[src/hdl/rgbcsp_pkg.sv]
`timescale 1ns / 1ps

package rgbcsp_pkg;

    localparam logic [7:0] CHAR_NUL   = 8'h00;
    localparam logic [7:0] CHAR_SPACE = 8'h20;
    localparam logic [7:0] CHAR_HASH  = 8'h23;
    localparam logic [7:0] CHAR_ZERO  = 8'h30;
    localparam logic [7:0] CHAR_NINE  = 8'h39;
    localparam logic [7:0] CHAR_UP_A  = 8'h41;
    localparam logic [7:0] CHAR_UP_F  = 8'h46;
    localparam logic [7:0] CHAR_LO_A  = 8'h61;
    localparam logic [7:0] CHAR_LO_F  = 8'h66;

    localparam logic [4:0] HEX_NONE = 5'd16;

    localparam logic [2:0] FULL_DIGITS = 3'd6;
    localparam logic [8:0] DEC_SAT    = 9'd256;
    localparam logic [7:0] COMP_MAX   = 8'd255;
    localparam logic [11:0] DEC_RADIX = 12'd10;

    localparam logic [1:0] MODE_LEAD     = 2'd0;
    localparam logic [1:0] MODE_HEX      = 2'd1;
    localparam logic [1:0] MODE_DEC_WAIT = 2'd2;
    localparam logic [1:0] MODE_DEC_NUM  = 2'd3;

    localparam logic [2:0] TRI_HASH   = 3'd0;
    localparam logic [2:0] TRI_D1     = 3'd1;
    localparam logic [2:0] TRI_D2     = 3'd2;
    localparam logic [2:0] TRI_AFTER2 = 3'd3;
    localparam logic [2:0] TRI_FAILED = 3'd4;

    localparam logic [1:0] COMP_RED   = 2'd0;
    localparam logic [1:0] COMP_GREEN = 2'd1;

    typedef struct packed {
        logic [1:0]  parse_mode;
        logic [2:0]  full_digit_count;
        logic [23:0] full_hex_value;
        logic        full_attempt_failed;
        logic [2:0]  triplet_phase;
        logic [7:0]  triplet_value;
        logic [8:0]  decimal_accumulator;
        logic [1:0]  component_index;
        logic [7:0]  red_part;
        logic [7:0]  green_part;
        logic        settled_flag;
        logic [23:0] settled_color;
    } parse_state_t;

    localparam parse_state_t STATE_RESET = '{
        parse_mode:          MODE_LEAD,
        full_digit_count:    3'd0,
        full_hex_value:      24'd0,
        full_attempt_failed: 1'b0,
        triplet_phase:       TRI_HASH,
        triplet_value:       8'd0,
        decimal_accumulator: 9'd0,
        component_index:     2'd0,
        red_part:            8'd0,
        green_part:          8'd0,
        settled_flag:        1'b0,
        settled_color:       24'd0
    };

    typedef struct packed {
        logic        emit;
        logic [23:0] color;
    } parse_result_t;

    function automatic logic [4:0] hex_of(input logic [7:0] c);
        logic [4:0] h;
        if (c >= CHAR_ZERO && c <= CHAR_NINE) begin
            h = {1'b0, c[3:0]};
        end else if ((c >= CHAR_UP_A && c <= CHAR_UP_F) ||
                     (c >= CHAR_LO_A && c <= CHAR_LO_F)) begin
            h = {1'b0, c[3:0]} + 5'd9;
        end else begin
            h = HEX_NONE;
        end
        return h;
    endfunction

endpackage

[src/hdl/rgbcsp_in_stage.sv]
`timescale 1ns / 1ps

module rgbcsp_in_stage
    import rgbcsp_pkg::*;
(
    input  logic       aclk,
    input  logic       aresetn,
    input  logic       s_tvalid,
    output logic       s_tready,
    input  logic [7:0] s_tdata,
    input  logic       take,
    output logic       char_valid,
    output logic [7:0] char_code
);

    logic       valid_reg;
    logic       valid_next;
    logic [7:0] char_reg;

    assign s_tready   = !valid_reg || take;
    assign valid_next = s_tready ? s_tvalid : valid_reg;

    always_ff @(posedge aclk) begin
        if (!aresetn) begin
            valid_reg <= 1'b0;
        end else begin
            valid_reg <= valid_next;
        end
    end

    always_ff @(posedge aclk) begin
        if (s_tvalid && s_tready) begin
            char_reg <= s_tdata;
        end
    end

    assign char_valid = valid_reg;
    assign char_code  = char_reg;

endmodule

[src/hdl/rgbcsp_parser.sv]
`timescale 1ns / 1ps

module rgbcsp_parser
    import rgbcsp_pkg::*;
(
    input  logic          aclk,
    input  logic          aresetn,
    input  logic          advance,
    input  logic [7:0]    char_code,
    output parse_result_t result
);

    parse_state_t state_reg;
    parse_state_t state_next;

    always_comb begin
        parse_state_t s;
        logic [4:0]   hx;
        logic         is_dig;
        logic [3:0]   dig;
        logic         part_done;
        logic [11:0]  dec_sum;
        logic [7:0]   comp;

        s         = state_reg;
        hx        = hex_of(char_code);
        is_dig    = (char_code >= CHAR_ZERO) && (char_code <= CHAR_NINE);
        dig       = char_code[3:0];
        part_done = 1'b0;
        dec_sum   = {3'd0, s.decimal_accumulator} * DEC_RADIX + {8'd0, dig};
        comp      = (s.decimal_accumulator > {1'b0, COMP_MAX}) ? COMP_MAX
                                                              : s.decimal_accumulator[7:0];

        if (!s.settled_flag) begin
            unique case (s.parse_mode)
                MODE_LEAD, MODE_DEC_WAIT: begin
                    if (char_code == CHAR_SPACE) begin
                        s.parse_mode = s.parse_mode;
                    end else if (s.parse_mode == MODE_LEAD && char_code == CHAR_HASH) begin
                        s.parse_mode    = MODE_HEX;
                        s.triplet_phase = TRI_D1;
                    end else if (is_dig) begin
                        s.decimal_accumulator = {5'd0, dig};
                        s.parse_mode          = MODE_DEC_NUM;
                    end else begin
                        s.settled_flag  = 1'b1;
                        s.settled_color = 24'd0;
                    end
                end
                MODE_HEX: begin
                    if (!s.full_attempt_failed) begin
                        if (s.full_digit_count < FULL_DIGITS) begin
                            if (hx[4]) begin
                                s.full_attempt_failed = 1'b1;
                            end else begin
                                s.full_hex_value   = {s.full_hex_value[19:0], hx[3:0]};
                                s.full_digit_count = s.full_digit_count + 3'd1;
                            end
                        end else if (hx[4] && char_code != CHAR_HASH) begin
                            s.settled_flag  = 1'b1;
                            s.settled_color = {s.full_hex_value[7:0],
                                               s.full_hex_value[15:8],
                                               s.full_hex_value[23:16]};
                        end else begin
                            s.full_attempt_failed = 1'b1;
                        end
                    end
                    if (!s.settled_flag && s.triplet_phase != TRI_FAILED) begin
                        unique case (s.triplet_phase)
                            TRI_HASH: begin
                                if (char_code == CHAR_HASH) begin
                                    s.triplet_phase = TRI_D1;
                                end else if (char_code != CHAR_SPACE) begin
                                    s.triplet_phase = TRI_FAILED;
                                end
                            end
                            TRI_D1: begin
                                if (hx[4]) begin
                                    s.triplet_phase = TRI_FAILED;
                                end else begin
                                    s.triplet_value = {4'd0, hx[3:0]};
                                    s.triplet_phase = TRI_D2;
                                end
                            end
                            TRI_D2: begin
                                if (hx[4]) begin
                                    s.triplet_value = {s.triplet_value[3:0],
                                                       s.triplet_value[3:0]};
                                    part_done = 1'b1;
                                end else begin
                                    s.triplet_value = {s.triplet_value[3:0], hx[3:0]};
                                    s.triplet_phase = TRI_AFTER2;
                                end
                            end
                            TRI_AFTER2: begin
                                if (!hx[4]) begin
                                    s.triplet_phase = TRI_FAILED;
                                end else begin
                                    part_done = 1'b1;
                                end
                            end
                            default: begin
                                s.triplet_phase = TRI_FAILED;
                            end
                        endcase
                        if (part_done) begin
                            if (s.component_index == COMP_RED ||
                                s.component_index == COMP_GREEN) begin
                                if (s.component_index == COMP_RED) begin
                                    s.red_part = s.triplet_value;
                                end else begin
                                    s.green_part = s.triplet_value;
                                end
                                s.component_index = s.component_index + 2'd1;
                                if (char_code == CHAR_HASH) begin
                                    s.triplet_phase = TRI_D1;
                                end else if (char_code == CHAR_SPACE) begin
                                    s.triplet_phase = TRI_HASH;
                                end else begin
                                    s.triplet_phase = TRI_FAILED;
                                end
                            end else begin
                                s.settled_flag  = 1'b1;
                                s.settled_color = {s.triplet_value, s.green_part,
                                                   s.red_part};
                            end
                        end
                    end
                    if (!s.settled_flag && s.full_attempt_failed &&
                        s.triplet_phase == TRI_FAILED) begin
                        s.settled_flag  = 1'b1;
                        s.settled_color = 24'd0;
                    end
                end
                MODE_DEC_NUM: begin
                    if (is_dig) begin
                        s.decimal_accumulator = (dec_sum > {3'd0, DEC_SAT}) ? DEC_SAT
                                                                            : dec_sum[8:0];
                    end else if (s.component_index == COMP_RED ||
                                 s.component_index == COMP_GREEN) begin
                        if (s.component_index == COMP_RED) begin
                            s.red_part = comp;
                        end else begin
                            s.green_part = comp;
                        end
                        s.component_index = s.component_index + 2'd1;
                        if (char_code == CHAR_SPACE) begin
                            s.parse_mode = MODE_DEC_WAIT;
                        end else begin
                            s.settled_flag  = 1'b1;
                            s.settled_color = 24'd0;
                        end
                    end else begin
                        s.settled_flag  = 1'b1;
                        s.settled_color = {comp, s.green_part, s.red_part};
                    end
                end
                default: begin
                    s.settled_flag  = 1'b1;
                    s.settled_color = 24'd0;
                end
            endcase
        end

        result.emit  = (char_code == CHAR_NUL);
        result.color = s.settled_flag ? s.settled_color : 24'd0;
        state_next   = (char_code == CHAR_NUL) ? STATE_RESET : s;
    end

    always_ff @(posedge aclk) begin
        if (!aresetn) begin
            state_reg <= STATE_RESET;
        end else if (advance) begin
            state_reg <= state_next;
        end
    end

    a_reset_after_end: assert property (@(posedge aclk) disable iff (!aresetn)
        advance && char_code == CHAR_NUL |=> state_reg == STATE_RESET)
        else $error("parser state not cleared after end of string");

    a_color_needs_flag: assert property (@(posedge aclk) disable iff (!aresetn)
        state_reg.settled_color != 24'd0 |-> state_reg.settled_flag)
        else $error("settled color set without settled flag");

    a_phase_range: assert property (@(posedge aclk) disable iff (!aresetn)
        state_reg.triplet_phase <= TRI_FAILED)
        else $error("triplet phase out of range");

endmodule

[src/hdl/rgb_color_string_parser.sv]
`timescale 1ns / 1ps
// Path: the terminating zero character is first held in the input stage register; the color
// for its string is then registered into the output register and driven on m_tdata.
// Throughput: one character per cycle; only the output register stalls intake.
// Reset: synchronous, active low; clears the input and output valid bits and all
// parser state back to the start of a string.

module rgb_color_string_parser
    import rgbcsp_pkg::*;
(
    input  logic        aclk,
    input  logic        aresetn,
    input  logic        s_tvalid,
    output logic        s_tready,
    input  logic [7:0]  s_tdata,   // [7:0] char_code
    output logic        m_tvalid,
    input  logic        m_tready,
    output logic [23:0] m_tdata    // [23:0] color
);

    logic          char_valid;
    logic [7:0]    char_code;
    logic          advance;
    logic          out_free;
    parse_result_t result;
    logic          out_valid_reg;
    logic          out_valid_next;
    logic [23:0]   color_reg;

    assign out_free = !out_valid_reg || m_tready;
    assign advance  = char_valid && (char_code != CHAR_NUL || out_free);

    rgbcsp_in_stage u_in_stage (
        .aclk       (aclk),
        .aresetn    (aresetn),
        .s_tvalid   (s_tvalid),
        .s_tready   (s_tready),
        .s_tdata    (s_tdata),
        .take       (advance),
        .char_valid (char_valid),
        .char_code  (char_code)
    );

    rgbcsp_parser u_parser (
        .aclk      (aclk),
        .aresetn   (aresetn),
        .advance   (advance),
        .char_code (char_code),
        .result    (result)
    );

    always_comb begin
        out_valid_next = out_valid_reg;
        if (advance && result.emit) begin
            out_valid_next = 1'b1;
        end else if (m_tready) begin
            out_valid_next = 1'b0;
        end
    end

    always_ff @(posedge aclk) begin
        if (!aresetn) begin
            out_valid_reg <= 1'b0;
        end else begin
            out_valid_reg <= out_valid_next;
        end
    end

    always_ff @(posedge aclk) begin
        if (advance && result.emit) begin
            color_reg <= result.color;
        end
    end

    assign m_tvalid = out_valid_reg;
    assign m_tdata  = color_reg;

    a_nonzero_no_stall: assert property (@(posedge aclk) disable iff (!aresetn)
        char_valid && char_code != CHAR_NUL |-> advance)
        else $error("ordinary character stalled");

    a_end_gives_result: assert property (@(posedge aclk) disable iff (!aresetn)
        advance && char_code == CHAR_NUL |=> m_tvalid)
        else $error("end of string gave no result");

    a_no_overwrite: assert property (@(posedge aclk) disable iff (!aresetn)
        m_tvalid && !m_tready && char_valid && char_code == CHAR_NUL |-> !advance)
        else $error("pending result overwritten");

endmodule

[config.mk]
export PLATFORM = sky130hd
export DESIGN_NAME = rgb_color_string_parser
export DESIGN_NICKNAME = d
export VERILOG_FILES = /design/src/hdl/rgbcsp_pkg.sv /design/src/hdl/rgbcsp_in_stage.sv /design/src/hdl/rgbcsp_parser.sv /design/src/hdl/rgb_color_string_parser.sv
export SDC_FILE = /design/constraint.sdc
export NUM_CORES = 1
export LEC_CHECK = 0
export BUFFER_PORTS_ARGS = -buffer_cell sky130_fd_sc_hd__buf_2
export CAP_MARGIN = 20
export CELL_PAD_IN_SITES_DETAIL_PLACEMENT = 0
export CELL_PAD_IN_SITES_GLOBAL_PLACEMENT = 1
export CORE_MARGIN = 4
export CORE_UTILIZATION = 48
export CTS_BUF_LIST = sky130_fd_sc_hd__clkbuf_8
export DETAILED_ROUTE_END_ITERATION = 6
export GPL_ROUTABILITY_DRIVEN = 0
export PLACE_DENSITY = 0.8
export RECOVER_POWER = 100
export SLEW_MARGIN = 10
export SYNTH_ARGS = -nofsm -noshare
export SYNTH_HDL_FRONTEND = slang
export SYNTH_SLANG_ARGS = --single-unit
[constraint.sdc]
create_clock -name aclk -period 4 [get_ports aclk]
set_input_delay 0.6 -clock aclk [delete_from_list [all_inputs] [get_ports aclk]]
set_output_delay 0.6 -clock aclk [all_outputs]
set_load 0.005 [all_outputs]
==> flow_summary.json, run 1 <==
{
  "syn-cell-area_mm2": 0.00738,
  "grt_pass1_wl_um": 34600,
  "yosysUniqueCellTypes": 72,
  "synth_top_family_by_area": "simple AND/OR/NAND/NOR gates",
  "arrival_ps": 3890,
  "synth_ff_type": "dfxtp_1",
  "yosys.area_share.adder_pct": 4.78,
  "grt_setup_unrepaired": "false",
  "drtPass1Iterations": 5,
  "dpl.hpwl_um": 15600,
  "synth_nets": 936,
  "p_switching_uw": 654,
  "final.setup.worst_slack_ps": 291,
  "final.setup_skew_ps": 12.9,
  "drive_gt1_share_pct": 11.0,
  "cts.sinks": 127,
  "ys_seq_area_share_pct": 38.8,
  "insertion_delay_ps": 460,
  "p_int_uw": 2000,
  "sw_frac_of_total_pct": 24.6,
  "root_buffer": "clkbuf_8",
  "wl_um": 21400,
  "grt_pass1_vias": 6359,
  "drc": 0,
  "numCtsBuffers": 17,
  "wire_per_inst_um": 19.0,
  "crit_type": "reg2reg",
  "slew_headroom_pct": 2.11,
  "status": "finished clean",
  "cp-start-kind": "register",
  "powerDensity_mw_per_mm2": 325,
  "area_growth_pct": 10.6,
  "layout.nets": 968,
  "end_kind": "register",
  "maxCapViolations": 0,
  "coreArea_mm2": 0.0151,
  "mostFrequentLayoutCell": "nand2_1",
  "setup_violations": 0,
  "initial_core_util_pct": 48.8,
  "die_width_um": 132,
  "final_cell_mix": "123 x nand2_1, 95 x dfxtp_1, 94 x nor2_1, 57 x o21ai_0, 54 x a21oi_1",
  "ys_warn_count": 0,
  "antenna_cells": 0,
  "clockBufferDepth": 2,
  "antenna_found_initial": 1,
  "synth_xor_area_share_pct": 1.07,
  "fin_tns_setup_ps": 0,
  "final_hold_viol_count": 0,
  "vias": 6952,
  "min_path_type": "in2reg",
  "fmax_ghz": 0.270,
  "p_clk_share_pct": 43.9,
  "holdBufCountCts": 0,
  "worst-slew-pin-transition_ps": 1470,
  "synth_cells": 897,
  "largest_register_ffs": 93,
  "cts_tree": "built",
  "p_seq_share_pct": 50.3,
  "required_ps": 4180,
  "grt-ovfl-total": 0,
  "p_comb_share_pct": 5.7,
  "port_buffers": 37,
  "synth-simple-area-share_pct": 24.5,
  "layout.cells.non_filler": 1130,
  "pre_cts_ws_ps": 136,
  "post-route-period-util_pct": 92.7,
  "drt_iter0_markers": 994,
  "placed_cells": 1094,
  "drv_slew": 0,
  "final_util_pct": 53.9,
  "cts.htree.levels": 4,
  "die-area_mm2": 0.0174,
  "worstPathMaxFanout": 13,
  "vdd_ir_drop_max_uv": 285,
  "io_pins": 38,
  "power_leakage_uw": 0.00292,
  "synth_compound_area_share_pct": 23.3,
  "clkTransAtPathRegs_ps": 70,
  "period_minus_slack_ps": 3710,
  "grt_max_degree": 42,
  "r2r_slack_ps": 290,
  "fp.dieH_um": 132,
  "ys_async_sr_fraction_pct": 0,
  "grt.total_usage_pct": 24.5,
  "synthMuxAreaShare_pct": 3.54,
  "drtAntennaViolNets": 0,
  "rows": 45,
  "synth_edf_count": 32,
  "ys_seq_elements": 127,
  "vias_per_cell": 6.15,
  "avgSynthCellArea_um2": 8.23
}
[cell families after synthesis]
logic type | count (synthesis)
AOI/OAI and AO/OA | 258
adders and majority gates | 27
DFF | 127
muxes | 25
and+or+nand+nor | 380
xor gates and xnor gates | 9
buffers and inverters | 71
[cells in the mapped netlist, types with 7 or more instances]
cell      instances  area share [%]
clkbuf_1         40             2.0
a31oi_1          11            0.93
a22oi_1          13             1.3
inv_1            17            0.86
or3_1            13             1.1
o21ai_0          58             3.9
o22ai_1          14             1.2
and2_1            7            0.59
a21boi_0         34             3.5
a222oi_1          9             1.2
mux2i_1          16             2.2
a21o_1           11             1.1
nor3_1           25             1.7
nor2_1           95             4.8
edfxtp_1         32              13
nand3_1          40             2.7
mux2_2            9             1.4
nor2b_1          31             2.6
o211ai_1         11             1.1
nand2_1         123             6.3
dfxtp_1          95              26
a21oi_1          54             3.7
ha_1             25             4.2
nand2b_1         12             1.0
[critical path: stages (launching register included)]
cell and delay, ps:
edfxtp_1 530, inv_1 140, ha_1 210, or3b_1 170
nand4_2 170, o31ai_4 460, a21oi_1 130, o32ai_1 440
a211oi_2 170, or3_1 400, a221oi_4 260, buf_4 250
a221oi_1 80
[power by group through the flow]
stage	clock network (uW)	logic [uW]	registers, uW
2_1_floorplan	0	110	1360
3_3_place_gp	0	145	1370
3_5_place_dp	0	149	1370
4_1_cts	1190	150	1340
5_1_grt	1250	166	1340
6_report	1170	152	1340
[what timing repair did]
action	in CTS	in global routing
setup buffers	0	3
endpoints found under the setup margin	0	27
gates resized for setup	0	1
[layer usage]
metal  up-vias  part of all wire (%)  track usage, %
met5         -                 0.089               0
met4         2                   2.2            8.75
met3        39                   9.0            5.84
met2       292                    43            35.9
met1      3293                    45            35.3
li1       3326                     -               -
[through the flow]
step | hold slack, ps | total power, uW | cell area [um^2]
after global routing | 295 | 2750 | 8170
final | 316 | 2660 | 8170
after floorplan | 438 | 1470 | 7380
after CTS | 292 | 2680 | 8180
after detailed placement | 457 | 1510 | 7770
after global placement | 450 | 1510 | 7760
[final timing paths]
path,from,endpoint,cells past startpoint
hold / removal,s_tdata[6],u_in_stage.char_code[6],1
setup / recovery,u_in_stage.char_code[1],m_tdata[23],12
setup reg to reg,u_in_stage.char_code[1],m_tdata[23],12
hold reg to reg,u_parser.state_reg[42],u_parser.state_reg[42],2
[area by class of cell]
cell class                 count  area (um^2)
timing repair buffer          66          362
clock buffer                  18          248
clock inverter                14          164
sequential                   127         2860
multi-input combinational    699         4230
fill                        1427         6980
inverter                      18         67.6
tap                          188          235
No activity file was read; power rests on OpenSTA's default activity.
==> run 2: changes to the inputs <==
--- a/config.mk
+++ b/config.mk
@@ -5,16 +5,15 @@
 export SDC_FILE = /design/constraint.sdc
 export NUM_CORES = 1
 export LEC_CHECK = 0
+export ABC_AREA = 1
 export BUFFER_PORTS_ARGS = -buffer_cell sky130_fd_sc_hd__buf_2
 export CAP_MARGIN = 20
-export CELL_PAD_IN_SITES_DETAIL_PLACEMENT = 0
-export CELL_PAD_IN_SITES_GLOBAL_PLACEMENT = 1
 export CORE_MARGIN = 4
-export CORE_UTILIZATION = 48
+export CORE_UTILIZATION = 58
 export CTS_BUF_LIST = sky130_fd_sc_hd__clkbuf_8
 export DETAILED_ROUTE_END_ITERATION = 6
 export GPL_ROUTABILITY_DRIVEN = 0
-export PLACE_DENSITY = 0.8
+export PLACE_DENSITY = 0.74
 export RECOVER_POWER = 100
 export SLEW_MARGIN = 10
 export SYNTH_ARGS = -nofsm -noshare
==> flow_summary.json, run 2 <==
{
  "numCtsBuffers": 17,
  "maxCapViolations": 0,
  "antenna_cells": 0,
  "insertion_delay_ps": 470,
  "placed_cells": 1340,
  "clkTransAtPathRegs_ps": 90,
  "port_buffers": 37,
  "min-delay-start": "s_tdata[1]",
  "grt_max_degree": 60,
  "vias_per_cell": 5.80,
  "powerDensity_mw_per_mm2": 303,
  "n_fill_cell": 1287,
  "fmax_ghz": 0.277,
  "fin_tns_setup_ps": 0,
  "ys_async_sr_fraction_pct": 0,
  "arrival_ps": 4020,
  "wl_um": 22800,
  "mostFrequentLayoutCell": "nand2_1",
  "drt_iter0_markers": 946,
  "final.setup.worst_slack_ps": 394,
  "grt-ovfl-total": 0,
  "io_pins": 38,
  "vias": 7966,
  "crit_type": "reg2reg",
  "synth_top_area_share_pct": 23.5,
  "synth_common_cells": "279 x nand2_1, 155 x a21oi_1, 113 x inv_1",
  "synthTopCellsByArea": "dfxtp_1 23%, nand2_1 13%, edfxtp_1 12%",
  "cts.htree.levels": 4,
  "critPathLaunch": "u_in_stage.char_code[0]",
  "cts_setup_buffers": 0,
  "worstPathMaxFanout": 14,
  "yosysUniqueCellTypes": 48,
  "pre_cts_ws_ps": 602,
  "clockBufferDepth": 2,
  "largest_register_ffs": 93,
  "final_cell_mix": "279 x nand2_1, 155 x a21oi_1, 118 x inv_1, 109 x nor2_1, 101 x o21ai_0",
  "dpl.hpwl_um": 16000,
  "synth_area_leader_cell": "dfxtp_1",
  "drtPass1Iterations": 6,
  "vdd_ir_drop_max_uv": 245,
  "grt_pass1_vias": 7029,
  "coreArea_mm2": 0.0135,
  "drive_gt1_share_pct": 9.43,
  "rows": 42,
  "ys_seq_area_share_pct": 35.3,
  "final.setup_skew_ps": 20.9,
  "ys_seq_elements": 127,
  "final_hold_viol_count": 0,
  "holdBufCountCts": 0,
  "post-route-period-util_pct": 90.1,
  "status": "finished clean",
  "synth_nets": 1207,
  "ctsResizeCount": 0,
  "cp-start-kind": "register",
  "wire_per_inst_um": 16.6,
  "cts.sinks": 127,
  "drtAntennaViolNets": 0,
  "avgSynthCellArea_um2": 6.93,
  "ys_warn_count": 0,
  "synth_ff_type": "dfxtp_1",
  "synth_most_common_cell": "nand2_1",
  "worst-slew-pin-transition_ps": 1020,
  "period_minus_slack_ps": 3610,
  "grt_setup_unrepaired": "false",
  "layout.cells.non_filler": 1374,
  "setup_violations": 0,
  "slew_headroom_pct": 31.9,
  "drv_slew": 0,
  "end_kind": "register",
  "cts_tree": "built",
  "final_util_pct": 64.4,
  "grt_pass1_wl_um": 36500,
  "r2r_start": "u_in_stage.char_code[0]",
  "min_path_type": "in2reg",
  "power_leakage_uw": 0.00351,
  "required_ps": 4410,
  "synth_cells": 1168,
  "area_growth_pct": 6.92,
  "layout.nets": 1224,
  "syn-cell-area_mm2": 0.00810,
  "root_buffer": "clkbuf_8",
  "die_width_um": 126,
  "grt.total_usage_pct": 28.3,
  "initial_core_util_pct": 60.2,
  "synth_edf_count": 32,
  "die-area_mm2": 0.0159,
  "drc": 0,
  "antenna_found_initial": 0,
  "fp.dieH_um": 126
}
run 2: cell count changes after synthesis, sizes merged, moves of 21 or more:
cell and change:
nand2 +160, inv +107, a21oi +102, o21ai +48, a21boi -34, nor2b -31, nor2 +23, a211oi +21
run 2: cell type report:
cell class | instances | area [um^2] | share of cell area (%)
Multi-Input combinational cell | 860 | 4430 | 51.2
Clock buffer | 17 | 234 | 2.70
Sequential cell | 127 | 2860 | 33.1
Timing Repair Buffer | 55 | 309 | 3.57
Tap cell | 176 | 220 | 2.54
Clock inverter | 15 | 133 | 1.53
Inverter | 124 | 468 | 5.40
run 2: kinds of logic after synthesis:
family	synth area share [%]
and+or+nand+nor	25.7
AOI/OAI and AO/OA	24.0
buffers and inverters	9.42
DFF	35.3
adders and majority gates	4.36
xor gates and xnor gates	1.19
run 2: report_power, final:
group | switching (uW) | total (uW) | internal (uW)
combinational | 153 | 212 | 59.6
clock | 562 | 1060 | 497
sequential | 22.8 | 1350 | 1330
run 2: worst paths after layout:
path / to / slack, ps / cells after the start
setup / recovery: u_parser.state_reg[36] / 390 / 16
hold / removal: u_in_stage.char_code[1] / 300 / 1
setup reg to reg: u_parser.state_reg[36] / 390 / 16
hold reg to reg: u_parser.state_reg[52] / 470 / 2
run 2: per-layer routing:
metal	vias to the layer above	track usage, %	routed length [um]
met1	3599	40.1	10100
met3	45	7.62	2420
met2	376	41.8	9770
met4	0	9.34	545
met5	-	0	0
li1	3946	-	-
run 2: worst max-delay path, stage by stage (launching register included):
cell      delay, ps
edfxtp_1        430
inv_1           230
ha_1            190
nand2_1         110
nor2_2          450
inv_1           190
o21ai_4         440
nor2_1          120
inv_1           150
a21oi_1          60
nand3_1         170
clkinv_1        130
o31ai_2         140
inv_1           320
o21ai_0         230
o211ai_2        120
inv_1            70
run 2: per-stage QoR:
stage / power (uW) / hold slack (ps) / cell area, um^2
after floorplan: 1530 / 432 / 8100
after global placement: 1580 / 454 / 8330
after detailed placement: 1580 / 458 / 8330
after CTS: 2620 / 289 / 8700
after global routing: 2710 / 290 / 8660
final: 2620 / 298 / 8660
